`src/hdl/assert_macros.svh`:
```
// ----------------------------------------------------------------------------
// Assertion macros
// Clocked, reset-qualified concurrent assertion helpers.
// ----------------------------------------------------------------------------
`ifndef ASSERT_MACROS_SVH
`define ASSERT_MACROS_SVH

// Property holds at every clock edge outside reset.
`define TESL_ASSERT(lbl, prop, msg) \
  lbl: assert property (@(posedge clk) disable iff (rst) (prop)) else $error(msg);

// Antecedent implies consequent in the same cycle.
`define TESL_IMPLY(lbl, ante, cons, msg) \
  lbl: assert property (@(posedge clk) disable iff (rst) (ante) |-> (cons)) else $error(msg);

`endif

```
`src/hdl/tesl_pkg.sv`:
```
// ----------------------------------------------------------------------------
// tesl_pkg
// Shared constants, register codes and interpolation tables.
// ----------------------------------------------------------------------------
`default_nettype none

package tesl_pkg;

  localparam int FRAC_BITS       = 15;
  localparam int LOG_TABLE_DEPTH = 64;
  localparam int LOG2D           = $clog2(LOG_TABLE_DEPTH);

  localparam int DUTY_W   = FRAC_BITS + 2;
  localparam int L_W      = $clog2(FRAC_BITS + 1) + 16;
  localparam int SHAPED_W = FRAC_BITS + 2;
  localparam int WIDE_W   = FRAC_BITS + 5;
  localparam int MUL_A_W  = (L_W > SHAPED_W) ? ((L_W > 18) ? L_W : 18)
                                             : ((SHAPED_W > 18) ? SHAPED_W : 18);
  localparam int MUL_B_W  = 16;
  localparam int MUL_P_W  = MUL_A_W + MUL_B_W;
  localparam int CFG_IDX_W = 3;
  localparam int CFG_DATA_W = 16;

  localparam logic [CFG_IDX_W-1:0] REG_EXPONENT = 3'd0;
  localparam logic [CFG_IDX_W-1:0] REG_FWD_GAIN = 3'd1;
  localparam logic [CFG_IDX_W-1:0] REG_REV_GAIN = 3'd2;
  localparam logic [CFG_IDX_W-1:0] REG_RAMP     = 3'd3;
  localparam logic [CFG_IDX_W-1:0] REG_BRAKE    = 3'd4;

  typedef logic [17:0] tab_t [0:LOG_TABLE_DEPTH];

  // Truncating log2 of a Q16 mantissa by repeated squaring.
  function automatic logic [15:0] sq_log2(input logic [16:0] u);
    logic [35:0] y;
    logic [15:0] r;
    y = 36'(u);
    r = '0;
    for (int k = 15; k >= 0; k--) begin
      y = (y * y) >> 16;
      if (y >= 36'd131072) begin
        y = y >> 1;
        r[k] = 1'b1;
      end
    end
    return r;
  endfunction

  function automatic tab_t make_lg_tab();
    tab_t t;
    logic [16:0] tgt;
    for (int i = 0; i <= LOG_TABLE_DEPTH; i++) begin
      tgt = 17'(i) << (16 - LOG2D);
      if (i == LOG_TABLE_DEPTH) t[i] = 18'd65536;
      else t[i] = 18'(sq_log2(17'd65536 + tgt));
    end
    return t;
  endfunction

  // Largest mantissa whose log2 does not exceed each table point.
  function automatic tab_t make_ex_tab();
    tab_t t;
    logic [16:0] tgt;
    logic [17:0] lo;
    logic [17:0] hi;
    logic [17:0] mid;
    for (int i = 0; i <= LOG_TABLE_DEPTH; i++) begin
      tgt = 17'(i) << (16 - LOG2D);
      lo = 18'd65536;
      hi = 18'd131071;
      for (int it = 0; it < 18; it++) begin
        if (lo < hi) begin
          mid = (lo + hi + 18'd1) >> 1;
          if (17'(sq_log2(mid[16:0])) <= tgt) lo = mid;
          else hi = mid - 18'd1;
        end
      end
      if (i == LOG_TABLE_DEPTH) t[i] = 18'd131072;
      else if (i == 0) t[i] = 18'd65536;
      else t[i] = lo;
    end
    return t;
  endfunction

  localparam tab_t LG_TAB = make_lg_tab();
  localparam tab_t EX_TAB = make_ex_tab();

endpackage

`default_nettype wire

```
`src/hdl/tesl_if.sv`:
```
// ----------------------------------------------------------------------------
// tesl_cmd_if / tesl_res_if
// Valid/ready channels for throttle commands and duty results.
// ----------------------------------------------------------------------------
`default_nettype none

interface tesl_cmd_if;
  logic               valid;
  logic               ready;
  logic signed [15:0] throttle;
  logic               brake;
  modport source (output valid, output throttle, output brake, input ready);
  modport sink   (input valid, input throttle, input brake, output ready);
endinterface

interface tesl_res_if;
  logic               valid;
  logic               ready;
  logic signed [16:0] duty;
  logic               braking;
  logic [15:0]        brake_current;
  modport source (output valid, output duty, output braking, output brake_current,
                  input ready);
  modport sink   (input valid, input duty, input braking, input brake_current,
                  output ready);
endinterface

`default_nettype wire

```
`src/hdl/throttle_expo_slew_limiter_unit.sv`:
```
// Sequence: a braking item raises its result in the cycle after acceptance; a throttle
// item steps through LG, LGW, Q, QW, EX, EXW, GAIN, GW, RAMP and OUT, where zero throttle
// starts at GAIN, deep attenuation skips EX and EXW and the dead zone skips GW. Items
// are handled one at a time; the next item is accepted in the cycle after the result
// is taken. The pace is set by the one shared multiplier, used for the log2
// interpolation, the exponent product, the exp2 interpolation and gain scaling in turn.
// Reset (synchronous, active high) restores the register defaults and zeroes the duty.
// ----------------------------------------------------------------------------
// throttle_expo_slew_limiter_unit
// Exponent throttle curve via log2/exp2 tables, gain scaling and slew limiting.
// ----------------------------------------------------------------------------
`default_nettype none
`include "assert_macros.svh"

module throttle_expo_slew_limiter_unit
  import tesl_pkg::*;
#(
  parameter int MUL_A = MUL_A_W,
  parameter int MUL_B = MUL_B_W
) (
  input  wire                   clk,
  input  wire                   rst,
  input  wire                   cfg_we,
  input  wire  [CFG_IDX_W-1:0]  cfg_index,
  input  wire  [CFG_DATA_W-1:0] cfg_data,
  tesl_cmd_if.sink              cmd,
  tesl_res_if.source            res
);

  // Sequencer states. Each *_W state consumes the product that the multiplier
  // registered from the operands presented in the state before it.
  localparam logic [3:0] S_IDLE = 4'd0;
  localparam logic [3:0] S_LG   = 4'd1;
  localparam logic [3:0] S_LGW  = 4'd2;
  localparam logic [3:0] S_Q    = 4'd3;
  localparam logic [3:0] S_QW   = 4'd4;
  localparam logic [3:0] S_EX   = 4'd5;
  localparam logic [3:0] S_EXW  = 4'd6;
  localparam logic [3:0] S_GAIN = 4'd7;
  localparam logic [3:0] S_GW   = 4'd8;
  localparam logic [3:0] S_RAMP = 4'd9;
  localparam logic [3:0] S_OUT  = 4'd10;

  localparam int N_W  = MUL_A + MUL_B - 24;
  localparam int SH_W = 18 + FRAC_BITS;

  // Configuration registers.
  logic [10:0] throttle_exponent;
  logic [15:0] forward_gain;
  logic [15:0] reverse_gain;
  logic [15:0] ramp_step;
  logic [15:0] brake_level;

  always_ff @(posedge clk) begin
    if (rst) begin
      throttle_exponent <= 11'd256;
      forward_gain      <= 16'd32768;
      reverse_gain      <= 16'd16384;
      ramp_step         <= 16'd1638;
      brake_level       <= 16'd0;
    end else if (cfg_we) begin
      unique case (cfg_index)
        REG_EXPONENT: throttle_exponent <= cfg_data[10:0];
        REG_FWD_GAIN: forward_gain      <= cfg_data;
        REG_REV_GAIN: reverse_gain      <= cfg_data;
        REG_RAMP:     ramp_step         <= cfg_data;
        REG_BRAKE:    brake_level       <= cfg_data;
        default: ;
      endcase
    end
  end

  logic [3:0]                 state;
  logic [3:0]                 state_next;
  logic signed [DUTY_W-1:0]   cur;
  logic                       neg;
  logic [3:0]                 pidx;
  logic [16:0]                xarg;
  logic [L_W-1:0]             lval;
  logic [5:0]                 nval;
  logic [SHAPED_W-1:0]        shaped;
  logic signed [WIDE_W-1:0]   target;
  logic signed [DUTY_W-1:0]   duty_q;
  logic                       braking_q;
  logic [15:0]                brake_cur_q;

  // Command magnitude and leading-one position, taken at acceptance.
  logic [15:0] mag;
  logic [3:0]  lead;
  logic [31:0] norm;

  always_comb begin
    mag  = cmd.throttle[15] ? (16'd0 - cmd.throttle) : cmd.throttle;
    lead = 4'd0;
    for (int i = 0; i < 16; i++) begin
      if (mag[i]) lead = 4'(i);
    end
    norm = {16'd0, mag} << (5'd16 - {1'b0, lead});
  end

  // Table interpolation shared by the log2 and exp2 passes; the argument
  // sits in xarg and the table is chosen by the state.
  logic [LOG2D:0]  tidx;
  logic [LOG2D:0]  tidx_hi;
  logic            at_end;
  logic [15:0]     trem;
  logic [17:0]     t_lo;
  logic [17:0]     t_hi;
  logic [17:0]     t_diff;
  logic            use_lg;
  logic [MUL_A-1:0] mul_a;
  logic [MUL_B-1:0] mul_b;
  logic [MUL_A+MUL_B-1:0] prod;
  logic [17:0]     interp_val;

  always_comb begin
    tidx    = xarg[16 -: (LOG2D + 1)];
    at_end  = (tidx == (LOG2D+1)'(LOG_TABLE_DEPTH));
    tidx_hi = at_end ? tidx : tidx + (LOG2D+1)'(1);
    trem    = {xarg[15-LOG2D:0], {LOG2D{1'b0}}};
    use_lg  = (state == S_LG) || (state == S_LGW);
    t_lo    = use_lg ? LG_TAB[tidx] : EX_TAB[tidx];
    t_hi    = use_lg ? LG_TAB[tidx_hi] : EX_TAB[tidx_hi];
    t_diff  = t_hi - t_lo;
    interp_val = at_end ? t_lo : t_lo + prod[33:16];
  end

  always_comb begin
    unique case (state)
      S_LG, S_EX: begin
        mul_a = MUL_A'(t_diff);
        mul_b = MUL_B'(trem);
      end
      S_Q: begin
        mul_a = MUL_A'(lval);
        mul_b = MUL_B'(throttle_exponent);
      end
      S_GAIN: begin
        mul_a = MUL_A'(shaped);
        mul_b = neg ? reverse_gain : forward_gain;
      end
      default: begin
        mul_a = '0;
        mul_b = '0;
      end
    endcase
  end

  tesl_mul #(.A_W(MUL_A), .B_W(MUL_B)) u_mul (
    .clk  (clk),
    .a    (mul_a),
    .b    (mul_b),
    .prod (prod)
  );

  // Exponent product split into integer and fraction parts.
  logic [N_W-1:0] qn;
  logic [15:0]    qg;
  logic [SH_W-1:0] sh_wide;
  logic [SHAPED_W+4:0] dz_val;
  logic            dead;
  logic [SHAPED_W:0] gmag;
  logic signed [WIDE_W-1:0] delta;
  logic signed [WIDE_W-1:0] ramp_w;
  logic signed [WIDE_W-1:0] nc;
  logic signed [WIDE_W-1:0] one_w;

  always_comb begin
    qn      = prod[MUL_A+MUL_B-1:24];
    qg      = prod[23:8];
    sh_wide = (SH_W'(interp_val) << FRAC_BITS) >> ({1'b0, nval} + 7'd17);
    dz_val  = (SHAPED_W+5)'({shaped, 4'd0}) + (SHAPED_W+5)'({shaped, 2'd0});
    dead    = dz_val < (SHAPED_W+5)'(1 << FRAC_BITS);
    gmag    = prod[15 +: (SHAPED_W + 1)];
    one_w   = WIDE_W'(1 << FRAC_BITS);
    ramp_w  = WIDE_W'({1'b0, ramp_step});
    delta   = target - WIDE_W'(cur);
    if (delta > ramp_w) delta = ramp_w;
    else if (delta < -ramp_w) delta = -ramp_w;
    nc = WIDE_W'(cur) + delta;
    if (nc > one_w) nc = one_w;
    if (nc < -one_w) nc = -one_w;
  end

  always_comb begin
    state_next = state;
    unique case (state)
      S_IDLE: begin
        if (cmd.valid) begin
          if (cmd.brake) state_next = S_OUT;
          else if (mag == 16'd0) state_next = S_GAIN;
          else state_next = S_LG;
        end
      end
      S_LG:   state_next = S_LGW;
      S_LGW:  state_next = S_Q;
      S_Q:    state_next = S_QW;
      S_QW:   state_next = (qn >= N_W'(40)) ? S_GAIN : S_EX;
      S_EX:   state_next = S_EXW;
      S_EXW:  state_next = S_GAIN;
      S_GAIN: state_next = dead ? S_RAMP : S_GW;
      S_GW:   state_next = S_RAMP;
      S_RAMP: state_next = S_OUT;
      S_OUT:  state_next = res.ready ? S_IDLE : S_OUT;
      default: state_next = S_IDLE;
    endcase
  end

  always_ff @(posedge clk) begin
    if (rst) begin
      state <= S_IDLE;
      cur   <= '0;
    end else begin
      state <= state_next;
      if (state == S_IDLE && cmd.valid && cmd.brake) cur <= '0;
      if (state == S_RAMP) cur <= DUTY_W'(nc);
    end
  end

  // Datapath registers.
  always_ff @(posedge clk) begin
    unique case (state)
      S_IDLE: begin
        neg         <= cmd.throttle[15];
        pidx        <= lead;
        xarg        <= {1'b0, norm[15:0]};
        shaped      <= '0;
        duty_q      <= '0;
        braking_q   <= cmd.brake;
        brake_cur_q <= cmd.brake ? brake_level : 16'd0;
      end
      S_LGW: begin
        lval <= {(L_W-16)'(FRAC_BITS) - (L_W-16)'(pidx), 16'd0} - L_W'(interp_val);
      end
      S_QW: begin
        nval <= qn[5:0];
        xarg <= 17'h10000 - {1'b0, qg};
      end
      S_EXW: shaped <= sh_wide[SHAPED_W-1:0];
      S_GAIN: target <= '0;
      S_GW: target <= neg ? -WIDE_W'(gmag) : WIDE_W'(gmag);
      S_RAMP: duty_q <= DUTY_W'(nc);
      default: ;
    endcase
  end

  assign cmd.ready         = (state == S_IDLE);
  assign res.valid         = (state == S_OUT);
  assign res.duty          = duty_q;
  assign res.braking       = braking_q;
  assign res.brake_current = brake_cur_q;

  // The stored duty never leaves plus or minus one.
  `TESL_ASSERT(a_duty_range, (cur <= DUTY_W'(1 << FRAC_BITS)) && (cur >= -DUTY_W'(1 << FRAC_BITS)), "duty out of range")
  // A braking result carries zero duty.
  `TESL_IMPLY(a_brake_duty, res.valid && res.braking, res.duty == '0, "braking with nonzero duty")
  // No brake current unless braking.
  `TESL_IMPLY(a_brake_cur, res.valid && !res.braking, res.brake_current == 16'd0, "stray brake current")
  // One item at a time: never ready while a result is pending.
  `TESL_IMPLY(a_one_item, res.valid, !cmd.ready, "ready with a pending result")

endmodule

`default_nettype wire

```
`src/hdl/tesl_mul.sv`:
```
// ----------------------------------------------------------------------------
// tesl_mul
// Shared unsigned multiplier with a registered product.
// ----------------------------------------------------------------------------
`default_nettype none

module tesl_mul
  import tesl_pkg::*;
#(
  parameter int A_W = MUL_A_W,
  parameter int B_W = MUL_B_W
) (
  input  wire                 clk,
  input  wire  [A_W-1:0]      a,
  input  wire  [B_W-1:0]      b,
  output logic [A_W+B_W-1:0]  prod
);

  always_ff @(posedge clk) begin
    prod <= (A_W+B_W)'(a) * (A_W+B_W)'(b);
  end

endmodule

`default_nettype wire

```
`src/flat_wrapper.sv`:
```
// flat-port wrapper written by rule: the top's interface ports become plain ports
module throttle_expo_slew_limiter_unit_flat import tesl_pkg::*;
#(
  parameter int MUL_A = MUL_A_W,
  parameter int MUL_B = MUL_B_W
)
  (clk, rst, cfg_we, cfg_index, cfg_data, cmd_valid, cmd_throttle, cmd_brake, cmd_ready, res_valid, res_duty, res_braking, res_brake_current, res_ready);
  tesl_cmd_if cmd_i ();
  tesl_res_if res_i ();
  input  wire clk;
  input  wire rst;
  input  wire cfg_we;
  input  wire  [CFG_IDX_W-1:0] cfg_index;
  input  wire  [CFG_DATA_W-1:0] cfg_data;
  input wire logic [$bits(cmd_i.valid)-1:0] cmd_valid;
  input wire logic [$bits(cmd_i.throttle)-1:0] cmd_throttle;
  input wire logic [$bits(cmd_i.brake)-1:0] cmd_brake;
  output wire logic [$bits(cmd_i.ready)-1:0] cmd_ready;
  output wire logic [$bits(res_i.valid)-1:0] res_valid;
  output wire logic [$bits(res_i.duty)-1:0] res_duty;
  output wire logic [$bits(res_i.braking)-1:0] res_braking;
  output wire logic [$bits(res_i.brake_current)-1:0] res_brake_current;
  input wire logic [$bits(res_i.ready)-1:0] res_ready;
  assign cmd_i.valid = cmd_valid;
  assign cmd_i.throttle = cmd_throttle;
  assign cmd_i.brake = cmd_brake;
  assign cmd_ready = cmd_i.ready;
  assign res_valid = res_i.valid;
  assign res_duty = res_i.duty;
  assign res_braking = res_i.braking;
  assign res_brake_current = res_i.brake_current;
  assign res_i.ready = res_ready;
  throttle_expo_slew_limiter_unit #(.MUL_A(MUL_A), .MUL_B(MUL_B)) u_core (.clk(clk), .rst(rst), .cfg_we(cfg_we), .cfg_index(cfg_index), .cfg_data(cfg_data), .cmd(cmd_i), .res(res_i));
endmodule
```
`config.mk`:
```
export PLATFORM = sky130hd
export DESIGN_NAME = throttle_expo_slew_limiter_unit_flat
export DESIGN_NICKNAME = d
export VERILOG_FILES = /design/src/hdl/tesl_pkg.sv /design/src/hdl/tesl_if.sv /design/src/hdl/throttle_expo_slew_limiter_unit.sv /design/src/hdl/tesl_mul.sv /design/src/flat_wrapper.sv
export VERILOG_INCLUDE_DIRS = /design/src /design/src/hdl
export SDC_FILE = /design/constraint.sdc
export NUM_CORES = 2
export LEC_CHECK = 0
export BUFFER_PORTS_ARGS = -buffer_cell sky130_fd_sc_hd__buf_2
export CAP_MARGIN = 40
export CORE_MARGIN = 2
export CORE_UTILIZATION = 55
export CTS_CLUSTER_DIAMETER = 80
export DETAILED_ROUTE_END_ITERATION = 16
export PLACE_DENSITY = 0.76
export SETUP_SLACK_MARGIN = 0.4
export SLEW_MARGIN = 0
export SYNTH_ARGS = -nofsm -noshare
export SYNTH_HDL_FRONTEND = slang
export SYNTH_SLANG_ARGS = --single-unit
```
`constraint.sdc`:
```
create_clock -name clk -period 11.9 [get_ports clk]
set_clock_uncertainty 0.15 [all_clocks]
set_input_delay 2.38 -clock clk [delete_from_list [all_inputs] [get_ports clk]]
set_output_delay 2.38 -clock clk [all_outputs]
set_load 0.005 [all_outputs]
```
==> results.cfg <==
[timing]
rsz0062_at_grt = no
max_slew_margin_pct = 28.9
period_needed_ns = 11.26
setup_violations = 0
max_freq_mhz = 88.8
layout_worst_path_cycle_share_pct = 94.7
drv_slew = 0
setup_tns_ns = 0
tightest_slew_ns = 1.06
finalHoldViolations = 0
finalWorstSetupSlack_ns = 0.635
whs_ns = 0.300

[global_route]
grtUsageMet2_pct = 54.7
grt_max_degree = 132
globalRouteMet1Util_pct = 47.7
antenna_found_initial = 5
grt_pass1_wl_um = 176000
grt_overflow = 0
grt_use_met3_pct = 7.97
busiest_layer = met2
grt_pass1_vias = 30700
grt_use_total_pct = 35.4

[floorplanning]
dieWidth_um = 250
die_area_mm2 = 0.0625
core_mm2 = 0.0601
io_pins = 77
die_h_um = 250
start_util_pct = 55.3
num_rows = 90

[setup_path]
endpoint_kind = flop
crit_arrival_ns = 11.59
r2r_start = u_core.xarg[11]
critPathRequiredTime_ns = 12.22
cpPeakStageDelay_ns = 0.57
crit_top_cell = fa_1
reg2regPathDepth = 47
slowest_stage = fa_1
path_class = flop to flop
crit_path_max_fanout = 13
timing.rr.end = u_core.u_mul.prod[33]
reg2reg_setup_slack_ns = 0.64
cp-start-kind = flop

[hold_path]
hold_path_class = flop to flop
hp-start = u_core.brake_level[0]
whs_endpoint = u_core.brake_level[0]
hold_depth = 2

[yosys]
yosys.area_share.adder_pct = 25.0
synth_mux_area_share_pct = 2.72
synth_xor_area_share_pct = 4.16
synth-edff-count = 118
synth_simple_gate_area_share_pct = 20.3
async_reset_ff_share_pct = 0
ys_seq_area_share_pct = 18.1
syn_inst = 4286
synth_cell_types = 94
yosys_register_bits = 242
synth_area_per_cell_um2 = 7.76
synth_flop_cell = dfxtp_1
yosys_warnings = 0
synth_area_mm2 = 0.0333
synth_compound_area_share_pct = 21.9
synth_top_family_by_area = adder cells

[clock_network]
clkLatencyLatePin_ns = 0.59
cts_num_sinks = 242
cts.htree.levels = 1
cts.path.max_buffers = 3
cts_tree = done
numCtsBuffers = 28
path_clk_slew_ns = 0.06
cts.root.buffer_cell = clkbuf_16
postCtsHoldBufs = 0

[route]
drt_iter0_drc = 4102
ant_nets = 0
wl_per_cell_um = 22.4
drt-vias-per-instance = 6.48
num_vias = 32900
firstDrtPassIters = 8
drc_errors = 0
wirelength_um = 114000

[power]
p_per_area_mw_per_mm2 = 306
finalPower_mw = 11.0
p_leak_nw = 15.4
irDropWorstVdd_mv = 0.405

[layout]
final_common_cell = nand2_1
area.growth.synth_to_final_pct = 8.66
nets = 4835
fin_cells = 5085
n_antenna_cell = 0
layout_common_cells = 600 x nand2_1, 407 x inv_1, 387 x nor2_1
fillers = 5408
final_util_pct = 60.1
design_area_mm2 = 0.0361
drive_gt1_share_pct = 9.09

[flow_run]
drv_cap = 0

[status]
status = finished, final reports clean

[place]
place_congestion = 1.07
dp_hpwl_um = 87400
place_ws_ns = 0.148
dp.cells = 5025
placed_area_mm2 = 0.0349
port_buffers = 76
==> cell families after synthesis <==
group | count (synthesis)
AO/OA/AOI/OAI | 1114
XOR/XNOR | 158
AND/OR/NAND/NOR | 1490
multiplexers | 80
other | 2
adder cells (fa/ha/maj) | 514
flip-flops | 242
buffers and inverters | 686
==> report_power, final <==
group | switching [mW] | internal, mW | total [mW]
sequential | 0.169 | 1.16 | 1.32
clock | 0.384 | 0.515 | 0.899
combinational | 5.73 | 3.09 | 8.82
==> how the worst max path moves through the flow <==
stage | start | end | cells past startpoint
6_report | u_core.xarg[11] | u_core.u_mul.prod[33] | 47
5_1_grt | u_core.xarg[10] | u_core.u_mul.prod[33] | 46
4_1_cts | u_core.xarg[10] | u_core.u_mul.prod[30] | 47
3_5_place_dp | u_core.xarg[11] | u_core.u_mul.prod[30] | 45
3_3_place_gp | u_core.xarg[11] | u_core.u_mul.prod[30] | 47
2_1_floorplan | u_core.xarg[10] | u_core.u_mul.prod[30] | 47
==> final cells by class <==
type / instances / area, um^2 / area share [%]
inverters: 416 / 1560 / 4.33
clock buffers: 34 / 743 / 2.06
repair buffers: 227 / 1620 / 4.49
well taps: 782 / 978 / 2.71
flip-flops and latches: 242 / 6030 / 16.7
clock inverters: 18 / 211 / 0.585
multi-input cells: 3366 / 25000 / 69.2
==> repair_timing <==
action,CTS,global route
gates resized for setup,7,55
gates cloned,0,1
pin swaps,0,11
setup buffers,0,7
endpoints found under the hold margin,0,0
setup endpoints to repair,7,20
==> synthesized netlist by cell type, types with 39 or more instances <==
master,instances,area share (%)
fa_1,253,15
dfxtp_1,124,7.5
nand2_1,601,6.8
nor3_1,95,1.4
xnor2_1,86,2.3
inv_1,408,4.6
a211oi_1,63,1.4
o21ai_0,226,3.4
ha_1,260,9.8
clkbuf_1,238,2.7
o211ai_1,56,1.3
a31oi_1,39,0.73
xor2_1,72,1.9
edfxtp_1,118,11
nor2_1,394,4.4
a21oi_1,309,4.6
nand3_1,88,1.3
and2_1,54,1.0
mux2i_1,59,1.8
==> worst max-delay path: cells and delay by family, from the launching register on <==
kind / cells / cell delay (ns)
AO/OA/AOI/OAI: 19 / 3.33
XOR/XNOR: 2 / 0.29
adder cells (fa/ha/maj): 11 / 4.52
buffers and inverters: 10 / 1.30
flip-flops: 1 / 0.39
AND/OR/NAND/NOR: 5 / 1.16
==> registers in the layout, summed over array words and instances (netlist names), 17 cells and up <==
signal / cells
u_core.cur: 17
u_core.lval: 20
u_core.res.duty: 17
u_core.target: 20
u_core.u_mul.prod: 28
u_core.xarg: 17
==> metal layers <==
layer | part of all wire [%] | routed length [um]
met4 | 5.1 | 5780
met3 | 12 | 13600
met5 | 0.047 | 53
met2 | 44 | 49700
met1 | 39 | 44600
(Power assumes the default switching activity.)
